### src/design/ctbg_pkg.sv
// ----------------------------------------------------------------------------
// ctbg_pkg: shared definitions for the complementary tone burst generator
// Constants, request codes and sequencer states used by the divider and top.
// ----------------------------------------------------------------------------
package ctbg_pkg;

    // period counter width
    localparam int COUNT_WIDTH = 16;

    // shared divider geometry: 48-bit dividend, 16-bit divisor, one bit a step
    localparam int DIVIDEND_W = 48;
    localparam int DIVISOR_W  = 16;
    localparam int DIV_STEPS  = DIVIDEND_W;
    localparam int DIV_CNT_W  = $clog2(DIV_STEPS);

    // tone limits and scaling constants
    localparam logic [DIVISOR_W-1:0]  FREQ_MIN      = 16'd20;
    localparam logic [DIVISOR_W-1:0]  FREQ_MAX      = 16'd40000;
    localparam logic [31:0]           CLOCK_DEFAULT = 32'd1000000;
    localparam logic [DIVIDEND_W-1:0] ROUND_HALF    = 48'd500;
    localparam logic [DIVISOR_W-1:0]  MS_PER_S      = 16'd1000;

    // request codes carried in tuser
    typedef logic [1:0] t_req;
    localparam t_req REQ_TICK  = 2'd0;
    localparam t_req REQ_START = 2'd1;
    localparam t_req REQ_STOP  = 2'd2;

    // start sequencer states
    typedef enum logic [3:0] {
        S_IDLE = 4'b0001,
        S_DIVT = 4'b0010,
        S_MUL  = 4'b0100,
        S_DIVP = 4'b1000
    } t_state;

    // request to the shared divider
    typedef struct packed {
        logic                  start;
        logic [DIVIDEND_W-1:0] dividend;
        logic [DIVISOR_W-1:0]  divisor;
    } t_div_req;

endpackage

### src/design/ctbg_div.sv
// ----------------------------------------------------------------------------
// ctbg_div: shared restoring divider
// Unsigned 48 by 16 bit division, one quotient bit per cycle, done pulse.
// ----------------------------------------------------------------------------
module ctbg_div (
    input  logic                              i_clk,
    input  logic                              i_rst_n,
    input  ctbg_pkg::t_div_req                i_req,
    output logic                              o_done,
    output logic [ctbg_pkg::DIVIDEND_W-1:0]   o_quotient
);

    logic                             r_busy;
    logic                             r_done;
    logic [ctbg_pkg::DIV_CNT_W-1:0]   r_cnt;
    logic [ctbg_pkg::DIVIDEND_W-1:0]  r_quo;
    logic [ctbg_pkg::DIVISOR_W-1:0]   r_rem;
    logic [ctbg_pkg::DIVISOR_W-1:0]   r_dvs;

    logic [ctbg_pkg::DIVISOR_W:0]     shifted;
    logic [ctbg_pkg::DIVISOR_W:0]     diff;
    logic                             fits;
    logic                             last_step;

    // one trial subtraction per cycle
    assign shifted   = {r_rem, r_quo[ctbg_pkg::DIVIDEND_W-1]};
    assign fits      = (shifted >= {1'b0, r_dvs});
    assign diff      = shifted - {1'b0, r_dvs};
    assign last_step = (r_cnt == ctbg_pkg::DIV_CNT_W'(ctbg_pkg::DIV_STEPS - 1));

    // step control
    always_ff @(posedge i_clk) begin
        if (!i_rst_n) begin
            r_busy <= 1'b0;
            r_done <= 1'b0;
            r_cnt  <= '0;
        end else begin
            r_done <= 1'b0;
            if (i_req.start) begin
                r_busy <= 1'b1;
                r_cnt  <= '0;
            end else if (r_busy) begin
                r_cnt <= r_cnt + 1'b1;
                if (last_step) begin
                    r_busy <= 1'b0;
                    r_done <= 1'b1;
                end
            end
        end
    end

    // datapath
    always_ff @(posedge i_clk) begin
        if (i_req.start) begin
            r_quo <= i_req.dividend;
            r_rem <= '0;
            r_dvs <= i_req.divisor;
        end else if (r_busy) begin
            r_quo <= {r_quo[ctbg_pkg::DIVIDEND_W-2:0], fits};
            r_rem <= fits ? diff[ctbg_pkg::DIVISOR_W-1:0] : shifted[ctbg_pkg::DIVISOR_W-1:0];
        end
    end

    assign o_done     = r_done;
    assign o_quotient = r_quo;

    // done comes only out of a running division
    a_done_after_busy: assert property (@(posedge i_clk) disable iff (!i_rst_n)
        r_done |-> $past(r_busy))
        else $error("divider done without a running division");

    // remainder stays below the divisor while running
    a_rem_bound: assert property (@(posedge i_clk) disable iff (!i_rst_n)
        (r_busy && !$past(i_req.start) && $past(r_busy)) |-> (r_rem < r_dvs))
        else $error("divider remainder out of range");

    // busy and done never overlap
    a_busy_done: assert property (@(posedge i_clk) disable iff (!i_rst_n)
        !(r_busy && r_done))
        else $error("divider busy and done together");

endmodule

### src/design/complementary_tone_burst_generator_unit.sv
// ----------------------------------------------------------------------------
// complementary_tone_burst_generator_unit: piezo tone burst generator
// Drives two complementary square waves for the periods of a requested burst_ms.
// ----------------------------------------------------------------------------
// Usage:
//   Slave stream: tuser = request (0 tick, 1 start, 2 stop); tdata carries
//   freq_hz and burst_ms. Every accepted word gives one result word on
//   the master stream: drive_a, drive_b, busy_res, accepted.
//   Config channel: i_cfg_valid/o_cfg_ready/i_cfg_data writes clock_hz
//   (0 means 1 MHz); write only while no request is in flight.
//   Tick, stop and refused starts: the result word is in the
//   output register the cycle after acceptance, and the next word can be
//   taken at once. An accepted start runs two 48-step passes of the
//   shared divider (clock_hz / freq, then (burst_ms * freq + 500) / 1000);
//   state S_MUL launches the second pass after the first is done, and the
//   result word is loaded when the second pass is done.
//   o_s_tready is low while the start is in progress.
//   When the receiver stalls, the result word holds and o_s_tready stays low
//   until it is taken.
//   Reset sets clock_hz to 1 MHz, stops any burst and empties the output.
// ----------------------------------------------------------------------------
module complementary_tone_burst_generator_unit (
    input  logic        i_clk,
    input  logic        i_rst_n,
    // config write channel
    input  logic        i_cfg_valid,
    output logic        o_cfg_ready,
    input  logic [31:0] i_cfg_data,     // clock_hz
    // request stream
    input  logic        i_s_tvalid,
    output logic        o_s_tready,
    input  logic [47:0] i_s_tdata,      // [15:0] freq_hz, [47:16] burst_ms
    input  logic [1:0]  i_s_tuser,      // [1:0] req_type
    // result stream
    output logic        o_m_tvalid,
    input  logic        i_m_tready,
    output logic [7:0]  o_m_tdata       // [0] drive_a, [1] drive_b, [2] busy_res,
                                        // [3] accepted, [7:4] zero
);

    localparam int CW = ctbg_pkg::COUNT_WIDTH;

    // configuration and burst state
    logic [31:0]        r_clock_hz;
    ctbg_pkg::t_state   r_state, n_state;
    logic [CW-1:0]      r_phase, n_phase;
    logic [CW-1:0]      r_top, n_top;
    logic [CW-1:0]      r_half, n_half;
    logic [31:0]        r_rem, n_rem;
    logic               r_active, n_active;
    logic               n_acc;
    logic               load_out;

    // start working registers
    logic [ctbg_pkg::DIVISOR_W-1:0]  r_freq;
    logic [31:0]                     r_dur;
    logic [CW-1:0]                   r_ticks;
    logic [ctbg_pkg::DIVIDEND_W-1:0] r_prod;

    // output register
    logic               r_out_valid;
    logic [3:0]         r_out_data;

    logic                            in_acc;
    ctbg_pkg::t_req                  req;
    logic [ctbg_pkg::DIVISOR_W-1:0]  freq_in;
    logic [ctbg_pkg::DIVISOR_W-1:0]  freq_cl;
    logic [31:0]                     dur_in;
    logic [31:0]                     clk_eff;
    ctbg_pkg::t_div_req              div_req;
    logic                            div_start;
    logic                            div_done;
    logic [ctbg_pkg::DIVIDEND_W-1:0] div_q;
    logic [CW-1:0]                   ticks_c;
    logic [31:0]                     periods_c;
    logic [31:0]                     rem_dec;
    logic                            drive_a;

    assign req     = i_s_tuser;
    assign freq_in = i_s_tdata[15:0];
    assign dur_in  = i_s_tdata[47:16];
    assign clk_eff = (r_clock_hz == '0) ? ctbg_pkg::CLOCK_DEFAULT : r_clock_hz;

    // clamp requested frequency
    always_comb begin
        if (freq_in < ctbg_pkg::FREQ_MIN) begin
            freq_cl = ctbg_pkg::FREQ_MIN;
        end else if (freq_in > ctbg_pkg::FREQ_MAX) begin
            freq_cl = ctbg_pkg::FREQ_MAX;
        end else begin
            freq_cl = freq_in;
        end
    end

    assign o_cfg_ready = 1'b1;
    assign o_s_tready  = (r_state == ctbg_pkg::S_IDLE) && (!r_out_valid || i_m_tready);
    assign in_acc      = i_s_tvalid && o_s_tready;

    // shared divider: clock / freq first, then rounded product / 1000
    assign div_req = {div_start,
                      (r_state == ctbg_pkg::S_IDLE) ? {16'b0, clk_eff} : r_prod,
                      (r_state == ctbg_pkg::S_IDLE) ? freq_cl : ctbg_pkg::MS_PER_S};

    ctbg_div u_div (
        .i_clk      (i_clk),
        .i_rst_n    (i_rst_n),
        .i_req      (div_req),
        .o_done     (div_done),
        .o_quotient (div_q)
    );

    // period length clamp: 2 .. 2^CW-1
    always_comb begin
        if (div_q[ctbg_pkg::DIVIDEND_W-1:CW] != '0) begin
            ticks_c = '1;
        end else if (div_q[CW-1:0] < CW'(2)) begin
            ticks_c = CW'(2);
        end else begin
            ticks_c = div_q[CW-1:0];
        end
    end

    // period count: at least one, saturated to 32 bits
    always_comb begin
        if (div_q[ctbg_pkg::DIVIDEND_W-1:32] != '0) begin
            periods_c = '1;
        end else if (div_q[31:0] == '0) begin
            periods_c = 32'd1;
        end else begin
            periods_c = div_q[31:0];
        end
    end

    // request handling and start sequencer
    always_comb begin
        n_state   = r_state;
        n_phase   = r_phase;
        n_top     = r_top;
        n_half    = r_half;
        n_rem     = r_rem;
        n_active  = r_active;
        n_acc     = 1'b0;
        load_out  = 1'b0;
        div_start = 1'b0;
        rem_dec   = (r_rem != '0) ? (r_rem - 32'd1) : r_rem;
        case (r_state)
            ctbg_pkg::S_IDLE: begin
                if (in_acc) begin
                    case (req)
                        ctbg_pkg::REQ_TICK: begin
                            load_out = 1'b1;
                            if (r_active) begin
                                if (r_phase >= r_top) begin
                                    n_phase = '0;
                                    n_rem   = rem_dec;
                                    if (rem_dec == '0) begin
                                        n_top    = '0;
                                        n_half   = '0;
                                        n_active = 1'b0;
                                    end
                                end else begin
                                    n_phase = r_phase + 1'b1;
                                end
                            end
                        end
                        ctbg_pkg::REQ_START: begin
                            if (dur_in == '0) begin
                                load_out = 1'b1;
                            end else begin
                                div_start = 1'b1;
                                n_state   = ctbg_pkg::S_DIVT;
                            end
                        end
                        ctbg_pkg::REQ_STOP: begin
                            load_out = 1'b1;
                            n_phase  = '0;
                            n_top    = '0;
                            n_half   = '0;
                            n_rem    = '0;
                            n_active = 1'b0;
                        end
                        default: begin
                            load_out = 1'b1;
                        end
                    endcase
                end
            end
            ctbg_pkg::S_DIVT: begin
                if (div_done) begin
                    n_state = ctbg_pkg::S_MUL;
                end
            end
            ctbg_pkg::S_MUL: begin
                div_start = 1'b1;
                n_state   = ctbg_pkg::S_DIVP;
            end
            ctbg_pkg::S_DIVP: begin
                if (div_done) begin
                    n_top    = r_ticks - 1'b1;
                    n_half   = r_ticks >> 1;
                    n_phase  = '0;
                    n_rem    = periods_c;
                    n_active = 1'b1;
                    n_acc    = 1'b1;
                    load_out = 1'b1;
                    n_state  = ctbg_pkg::S_IDLE;
                end
            end
            default: begin
                n_state = ctbg_pkg::S_IDLE;
            end
        endcase
    end

    assign drive_a = n_active && (n_phase < n_half);

    // control state
    always_ff @(posedge i_clk) begin
        if (!i_rst_n) begin
            r_clock_hz  <= ctbg_pkg::CLOCK_DEFAULT;
            r_state     <= ctbg_pkg::S_IDLE;
            r_phase     <= '0;
            r_top       <= '0;
            r_half      <= '0;
            r_rem       <= '0;
            r_active    <= 1'b0;
            r_out_valid <= 1'b0;
        end else begin
            if (i_cfg_valid) begin
                r_clock_hz <= i_cfg_data;
            end
            r_state  <= n_state;
            r_phase  <= n_phase;
            r_top    <= n_top;
            r_half   <= n_half;
            r_rem    <= n_rem;
            r_active <= n_active;
            if (load_out) begin
                r_out_valid <= 1'b1;
            end else if (i_m_tready) begin
                r_out_valid <= 1'b0;
            end
        end
    end

    // payload registers
    always_ff @(posedge i_clk) begin
        if (in_acc) begin
            r_freq <= freq_cl;
            r_dur  <= dur_in;
        end
        if (r_state == ctbg_pkg::S_DIVT && div_done) begin
            r_ticks <= ticks_c;
            r_prod  <= ({16'b0, r_dur} * {32'b0, r_freq}) + ctbg_pkg::ROUND_HALF;
        end
        if (load_out) begin
            r_out_data <= {n_acc, n_active, n_active && !drive_a, drive_a};
        end
    end

    assign o_m_tvalid = r_out_valid;
    assign o_m_tdata  = {4'b0, r_out_data};

    // a running burst has a period of at least two ticks
    a_top_nonzero: assert property (@(posedge i_clk) disable iff (!i_rst_n)
        r_active |-> (r_top != '0))
        else $error("active burst with empty period");

    // phase counter stays inside the period
    a_phase_bound: assert property (@(posedge i_clk) disable iff (!i_rst_n)
        r_active |-> (r_phase <= r_top))
        else $error("phase counter beyond period end");

    // a running burst always has periods left, an idle one none
    a_rem_active: assert property (@(posedge i_clk) disable iff (!i_rst_n)
        r_active == (r_rem != '0))
        else $error("period count disagrees with burst state");

    // a result word is never overwritten while stalled
    a_no_overwrite: assert property (@(posedge i_clk) disable iff (!i_rst_n)
        (r_out_valid && !i_m_tready) |-> !load_out)
        else $error("stalled result word overwritten");

endmodule
### config.mk
export PLATFORM = sky130hd
export DESIGN_NAME = complementary_tone_burst_generator_unit
export DESIGN_NICKNAME = d
export VERILOG_FILES = /design/src/design/ctbg_pkg.sv /design/src/design/ctbg_div.sv /design/src/design/complementary_tone_burst_generator_unit.sv
export SDC_FILE = /design/constraint.sdc
export NUM_CORES = 2
export LEC_CHECK = 0
export BUFFER_PORTS_ARGS = -buffer_cell sky130_fd_sc_hd__buf_2
export CELL_PAD_IN_SITES_DETAIL_PLACEMENT = 0
export CELL_PAD_IN_SITES_GLOBAL_PLACEMENT = 2
export CORE_AREA = 5 5 288 290
export CTS_BUF_LIST = sky130_fd_sc_hd__clkbuf_8
export DETAILED_ROUTE_END_ITERATION = 10
export DIE_AREA = 0 0 293 295
export MAX_ROUTING_LAYER = met4
export PLACE_DENSITY = 0.87
export SYNTH_ARGS = -nofsm -noshare
export SYNTH_HDL_FRONTEND = slang
export SYNTH_SLANG_ARGS = --single-unit
### constraint.sdc
create_clock -name i_clk -period 8.5 [get_ports i_clk]
set_input_delay 0.85 -clock i_clk [delete_from_list [all_inputs] [get_ports i_clk]]
set_output_delay 0.85 -clock i_clk [all_outputs]
set_load 0.005 [all_outputs]
# Yosys cells after proc, flatten, opt, wreduce, memory -nomap -nowiden
# Cells that the tools add are included.
# totals
register_bits	322
inputBits	87
output_inout_bits	11
wordCells	142
# op_classes
add_sub_neg	6
n_mul	1
n_lt_le_gt_ge	6
n_eq_ne	16
n_mux	65
n_bitwise	2
reduce_logical	25
# ops
op	count
16-bit two-way mux	18
32-bit two-way mux	8
16-bit case mux with 2 select lines	6
48-bit two-way mux	3
32-bit logical NOT	4
32-bit case mux with 2 select lines	2
32-bit nonzero test	2
48-bit by 9-bit adder with 48-bit output, second input constant	1
32-bit by 16-bit multiplier with 48-bit output	1
32-bit by 1-bit subtractor with 32-bit output, second input constant	1
4-bit two-way mux	5
1-bit two-way mux	18
17-bit by 16-bit greater-or-equal comparator with 1-bit output	1
16-bit by 1-bit adder with 16-bit output, second input constant	1
16-bit greater-or-equal comparator	1
16-bit > comparator, second input constant	1
16-bit < comparator	1
16-bit by 2-bit < comparator with 1-bit output, second input constant	1
16-bit by 5-bit < comparator with 1-bit output, second input constant	1
4-bit case mux with 4 select lines	1
16-bit nonzero test	1
16-bit by 1-bit subtractor with 16-bit output, second input constant	1
16-bit subtractor	1
3-bit inequality test, second input constant	3
23 further kinds	38

# Logic depth before layout (Yosys ltp)
# depth
ltp_word	13
mapped_depth	26
mapped_depth_nobuf	24

# By module
# A second synthesis with hierarchy kept.
# hier_totals
cells_unflattened	3515
area_unflattened_um2	32703.9
# modules_own_cells
module	instances	cells_each	area_each_um2	seq_area_each_um2
complementary_tone_burst_generator_unit	1	3120	28169.5	5845.6
ctbg_div	1	395	4534.3	2402.3

# Worst setup path before layout
# No wires, ideal clock.
# synth_timing
kind	register to register
startpoint	reg r_dur[19]
endpoint	reg r_prod[37] in the netlist's numbering (data pin)
setup_time_ps	258
arrival_ps	6106
required_ps	8242
path_slack_ps	2135
path_stages_with_launch	23
n_path_buf	1
period_less_slack_ps	6365
path_cell_list	edfxtp_1 -> clkbuf_1 -> nand2_1 -> fa_1 -> inv_1 -> fa_1 -> inv_1 -> fa_1 -> fa_1 -> fa_1 -> inv_1 -> fa_1 -> ha_1 -> a2111oi_0 -> o21ai_0 -> o21a_1 -> a22o_1 -> a211oi_1 -> o31ai_1 -> a311oi_1 -> o21bai_1 -> a21oi_1 -> xnor2_1
# synth_via
elab_chain_len	2
# synth_rtl
item	line_no	rtl
start, declared	complementary_tone_burst_generator_unit.sv:56	logic [31:0] r_dur;
start signal, assigned	complementary_tone_burst_generator_unit.sv:250	r_dur <= dur_in;
32-bit by 16-bit multiplier with 48-bit output	complementary_tone_burst_generator_unit.sv:254	r_prod <= ({16'b0, r_dur} * {32'b0, r_freq}) + ctbg_pkg::ROUND_HALF;
48-bit by 9-bit adder with 48-bit output	complementary_tone_burst_generator_unit.sv:254	
end signal, assigned	complementary_tone_burst_generator_unit.sv:254	
end, declared	complementary_tone_burst_generator_unit.sv:58	logic [ctbg_pkg::DIVIDEND_W-1:0] r_prod;
# Every way passes these cells.
# A chain may end at the register's enable or synchronous reset.

# Worst setup path after layout
# layout_timing
startpoint	reg r_freq[3] in the netlist's numbering
endpoint	reg r_prod[47] in the netlist's numbering (data pin)
# layout_via
elab_chain_len	2
# layout_rtl
item	line_no	rtl
start, declared	complementary_tone_burst_generator_unit.sv:55	logic [ctbg_pkg::DIVISOR_W-1:0] r_freq;
start signal, assigned	complementary_tone_burst_generator_unit.sv:249	r_freq <= freq_cl;
32-bit by 16-bit multiplier with 48-bit output	complementary_tone_burst_generator_unit.sv:254	
48-bit by 9-bit adder with 48-bit output	complementary_tone_burst_generator_unit.sv:254	
# Every way passes these cells.

==> metrics.txt <==
clk_lat worst skew=0.70 ns; run status=finished clean; Filler Cell Count=7922; post-synthesis cell area=31800 µm²; max_cap viols=0; Final setup viols=0; Max Clock Skew=0.0450 ns; asr flop ratio synth=0; Seq/Total Area, Yosys=0.259; min Tclk post-route=7.07 ns; FMAX=0.141 GHz; synthesized flop and latch total=322; Hold Fails Final Rpt=0; Worst Tran Pin Value=1.16 ns; chip width=293 µm; Core Area=80000 µm²; Tot GR Track Use=0.206; Yosys cell types=73; vias in the first global route=24.8k; FF+latch area=8250 µm²; Die H=295 µm; CP max FO=19; crit path buf inv count=6; total grt overflow=0; first-pass GRT wire length=139 mm; Pre-antenna DRT Iters=5; die area=86400 µm²; Post-CTS Resized=0; DRC errors left=0; CP cell instances=buf_4 > and2_1 > fa_1 > inv_1 > fa_1 > fa_1 > fa_1 > inv_1 > fa_1 > inv_1 > fa_1 > inv_1 > ha_1 > o21ai_0 > nor2_1 > a31oi_1 > a31oi_1 > a21oi_1 > o41ai_1 > buf_4 > o211ai_1 > o211ai_1 > o211ai_1 > xnor2_1; max-slew violations=0; IO buf count=92; Setup Buffers After CTS=0; CP Launch Type=register; hold crit path type=input pin to register; Starting Density=0.397; share of layout cells above drive strength 1=0.0809; CTS HTree Levels=2; CP max stage delay=0.61 ns; Worst Path Required=8.95 ns; slowest CP cell=edfxtp_1; crit path launch=r_freq[3]$_DFFE_PP_; period utilisation layout=0.832; warnings from Yosys=0; Slew HR=0.227; initial antenna violation count=3; CTS tree=built; Synth-to-Final Area Change=8.92%; Routed WL=85.8 mm; DPL Wire Length=66.5 mm; crit-path most repeated cell=fa_1; Avg WL per Cell=18.9 µm; Mapped Avg Cell Area=9.34 µm²; Routed Antenna Nets=0; I/O Pins=98; cell family with most CP delay=adder cells; area of the multi-input gates=21000 µm²; Clock Tree Root=clkbuf_8; RSZ-0062 raised after global routing=no; std cell rows=104; Hold Path Origin=i_s_tdata[46]; Max clock buf depth=3; vias per cell=5.24; number of synthesized flops with an enable pin=180; vias post-DR=23.8k; largest net degree at the start of global routing=93; RR Startpoint=r_freq[3]$_DFFE_PP_; WS Path Type=register to register; worst hold slack=0.358 ns; Syn Inst Count=3405; CTS Hold Buffers Added=0; TNS Setup=0 ns; Reg clk slew, reported paths=0.06 ns; number of buffers created by CTS=61; global placer's final weighted congestion=0.885; Sink Count=322; Worst Path Arrival=7.53 ns; drt initial violations=1459; Post-synth top flop=edfxtp_1; Final nets=4132; Setup crit end kind=register
path summary, 6_finish.rpt:
| path | to | slack (ns) | cells after the start |
|---|---|---|---|
| max | r_prod[47]$_DFFE_PP_ | 1.43 | 24 |
| min | r_dur[30]$_DFFE_PP_ | 0.36 | 1 |
| max reg2reg | r_prod[47]$_DFFE_PP_ | 1.43 | 24 |
| min reg2reg | r_half[15]$_SDFF_PN0_ | 0.45 | 2 |
sequential cells by signal (all words and copies together), names as in the netlist:
register and cells:
o_m_tvalid 1, r_active 1, r_clock_hz 32, r_dur 32
r_freq 16, r_half 16, r_out_data 4, r_phase 16
r_prod 48, r_rem 32, r_state 4, r_ticks 16
r_top 16, u_div.o_done 1, u_div.o_quotient 48, u_div.r_busy 1
u_div.r_cnt 6, u_div.r_dvs 16, u_div.r_rem 16
logic make-up (layout without fill, tap and decap cells):
logic type                 count (synthesis)  in the layout  share of synthesized area
xor gates and xnor gates                  79             79                     0.0218
muxes                                     43             43                     0.0135
adders and majority gates                611            611                      0.341
and+or+nand+nor                         1172           1172                      0.178
buffers and inverters                    675            754                     0.0817
AOI/OAI and AO/OA                        501            501                      0.105
DFF                                      322            322                      0.259
other                                      2              7                   0.000236
layout by cell type, fill, tap and decap left out, drive strengths merged, types with 21 or more instances in the layout:
master	count
clkinv	25
buf	147
a221oi	27
a21o	29
nand3	55
a21oi	116
nor3	33
dfxtp	142
nand2	469
or3	30
and2	216
ha	186
clkbuf	68
nand2b	37
xor2	25
mux2i	43
nor4	45
o41ai	29
nand4	21
xnor2	54
a22oi	26
o21ai	141
nor2	199
fa	425
edfxtp	180
inv	506
cell usage after synthesis (33+ instances only):
| cell type | count | area (µm²) |
|---|---|---|
| o21ai_0 | 139 | 696 |
| a21oi_1 | 116 | 581 |
| edfxtp_1 | 180 | 5410 |
| mux2i_1 | 43 | 430 |
| nor2_1 | 199 | 747 |
| ha_1 | 186 | 2330 |
| fa_1 | 425 | 8510 |
| nand3_1 | 55 | 275 |
| nor3_1 | 33 | 165 |
| and2_1 | 216 | 1350 |
| nand2_1 | 469 | 1760 |
| nor4_1 | 43 | 269 |
| inv_1 | 490 | 1840 |
| xnor2_1 | 54 | 473 |
| clkbuf_1 | 160 | 601 |
| nand2b_1 | 37 | 231 |
| dfxtp_1 | 142 | 2840 |
worst register-to-register path, cell delays in order (launching register included):
cell	delay (ns)
edfxtp_1	0.61
buf_4	0.33
and2_1	0.18
fa_1	0.48
inv_1	0.06
fa_1	0.44
fa_1	0.52
fa_1	0.55
inv_1	0.05
fa_1	0.51
inv_1	0.06
fa_1	0.48
inv_1	0.04
ha_1	0.32
o21ai_0	0.10
nor2_1	0.19
a31oi_1	0.22
a31oi_1	0.40
a21oi_1	0.17
o41ai_1	0.38
buf_4	0.18
o211ai_1	0.15
o211ai_1	0.21
o211ai_1	0.12
xnor2_1	0.14
per-stage QoR:
step	util	setup slack, ns	cell area [µm²]	std cells
6_report	0.433	1.43	34600	4549
5_1_grt	0.433	0.986	34600	4549
4_1_cts	0.433	1.39	34600	4547
3_5_place_dp	0.416	1.42	33300	4431
3_3_place_gp	0.416	1.51	33300	4431
2_1_floorplan	-	2.14	31800	3408
area by class of cell:
class	count	area share
repair buffers	147	0.0252
clock buffers	68	0.0270
inverters	491	0.0533
flip-flops and latches	322	0.238
diodes	2	0.000145
multi-input cells	2411	0.606
well taps	1060	0.0383
clock inverters	48	0.0117
routing by layer:
| metal | GRT usage | up-vias | part of all wire |
|---|---|---|---|
| li1 | - | 11223 | - |
| met1 | 0.280 | 11941 | 0.47 |
| met2 | 0.323 | 514 | 0.46 |
| met3 | 0.0348 | 137 | 0.052 |
| met4 | 0.0514 | 0 | 0.025 |
| met5 | - | - | 0 |
Power is not shown: default switching activity piles up to over one toggle a cycle in this logic, so the estimate is an artifact.
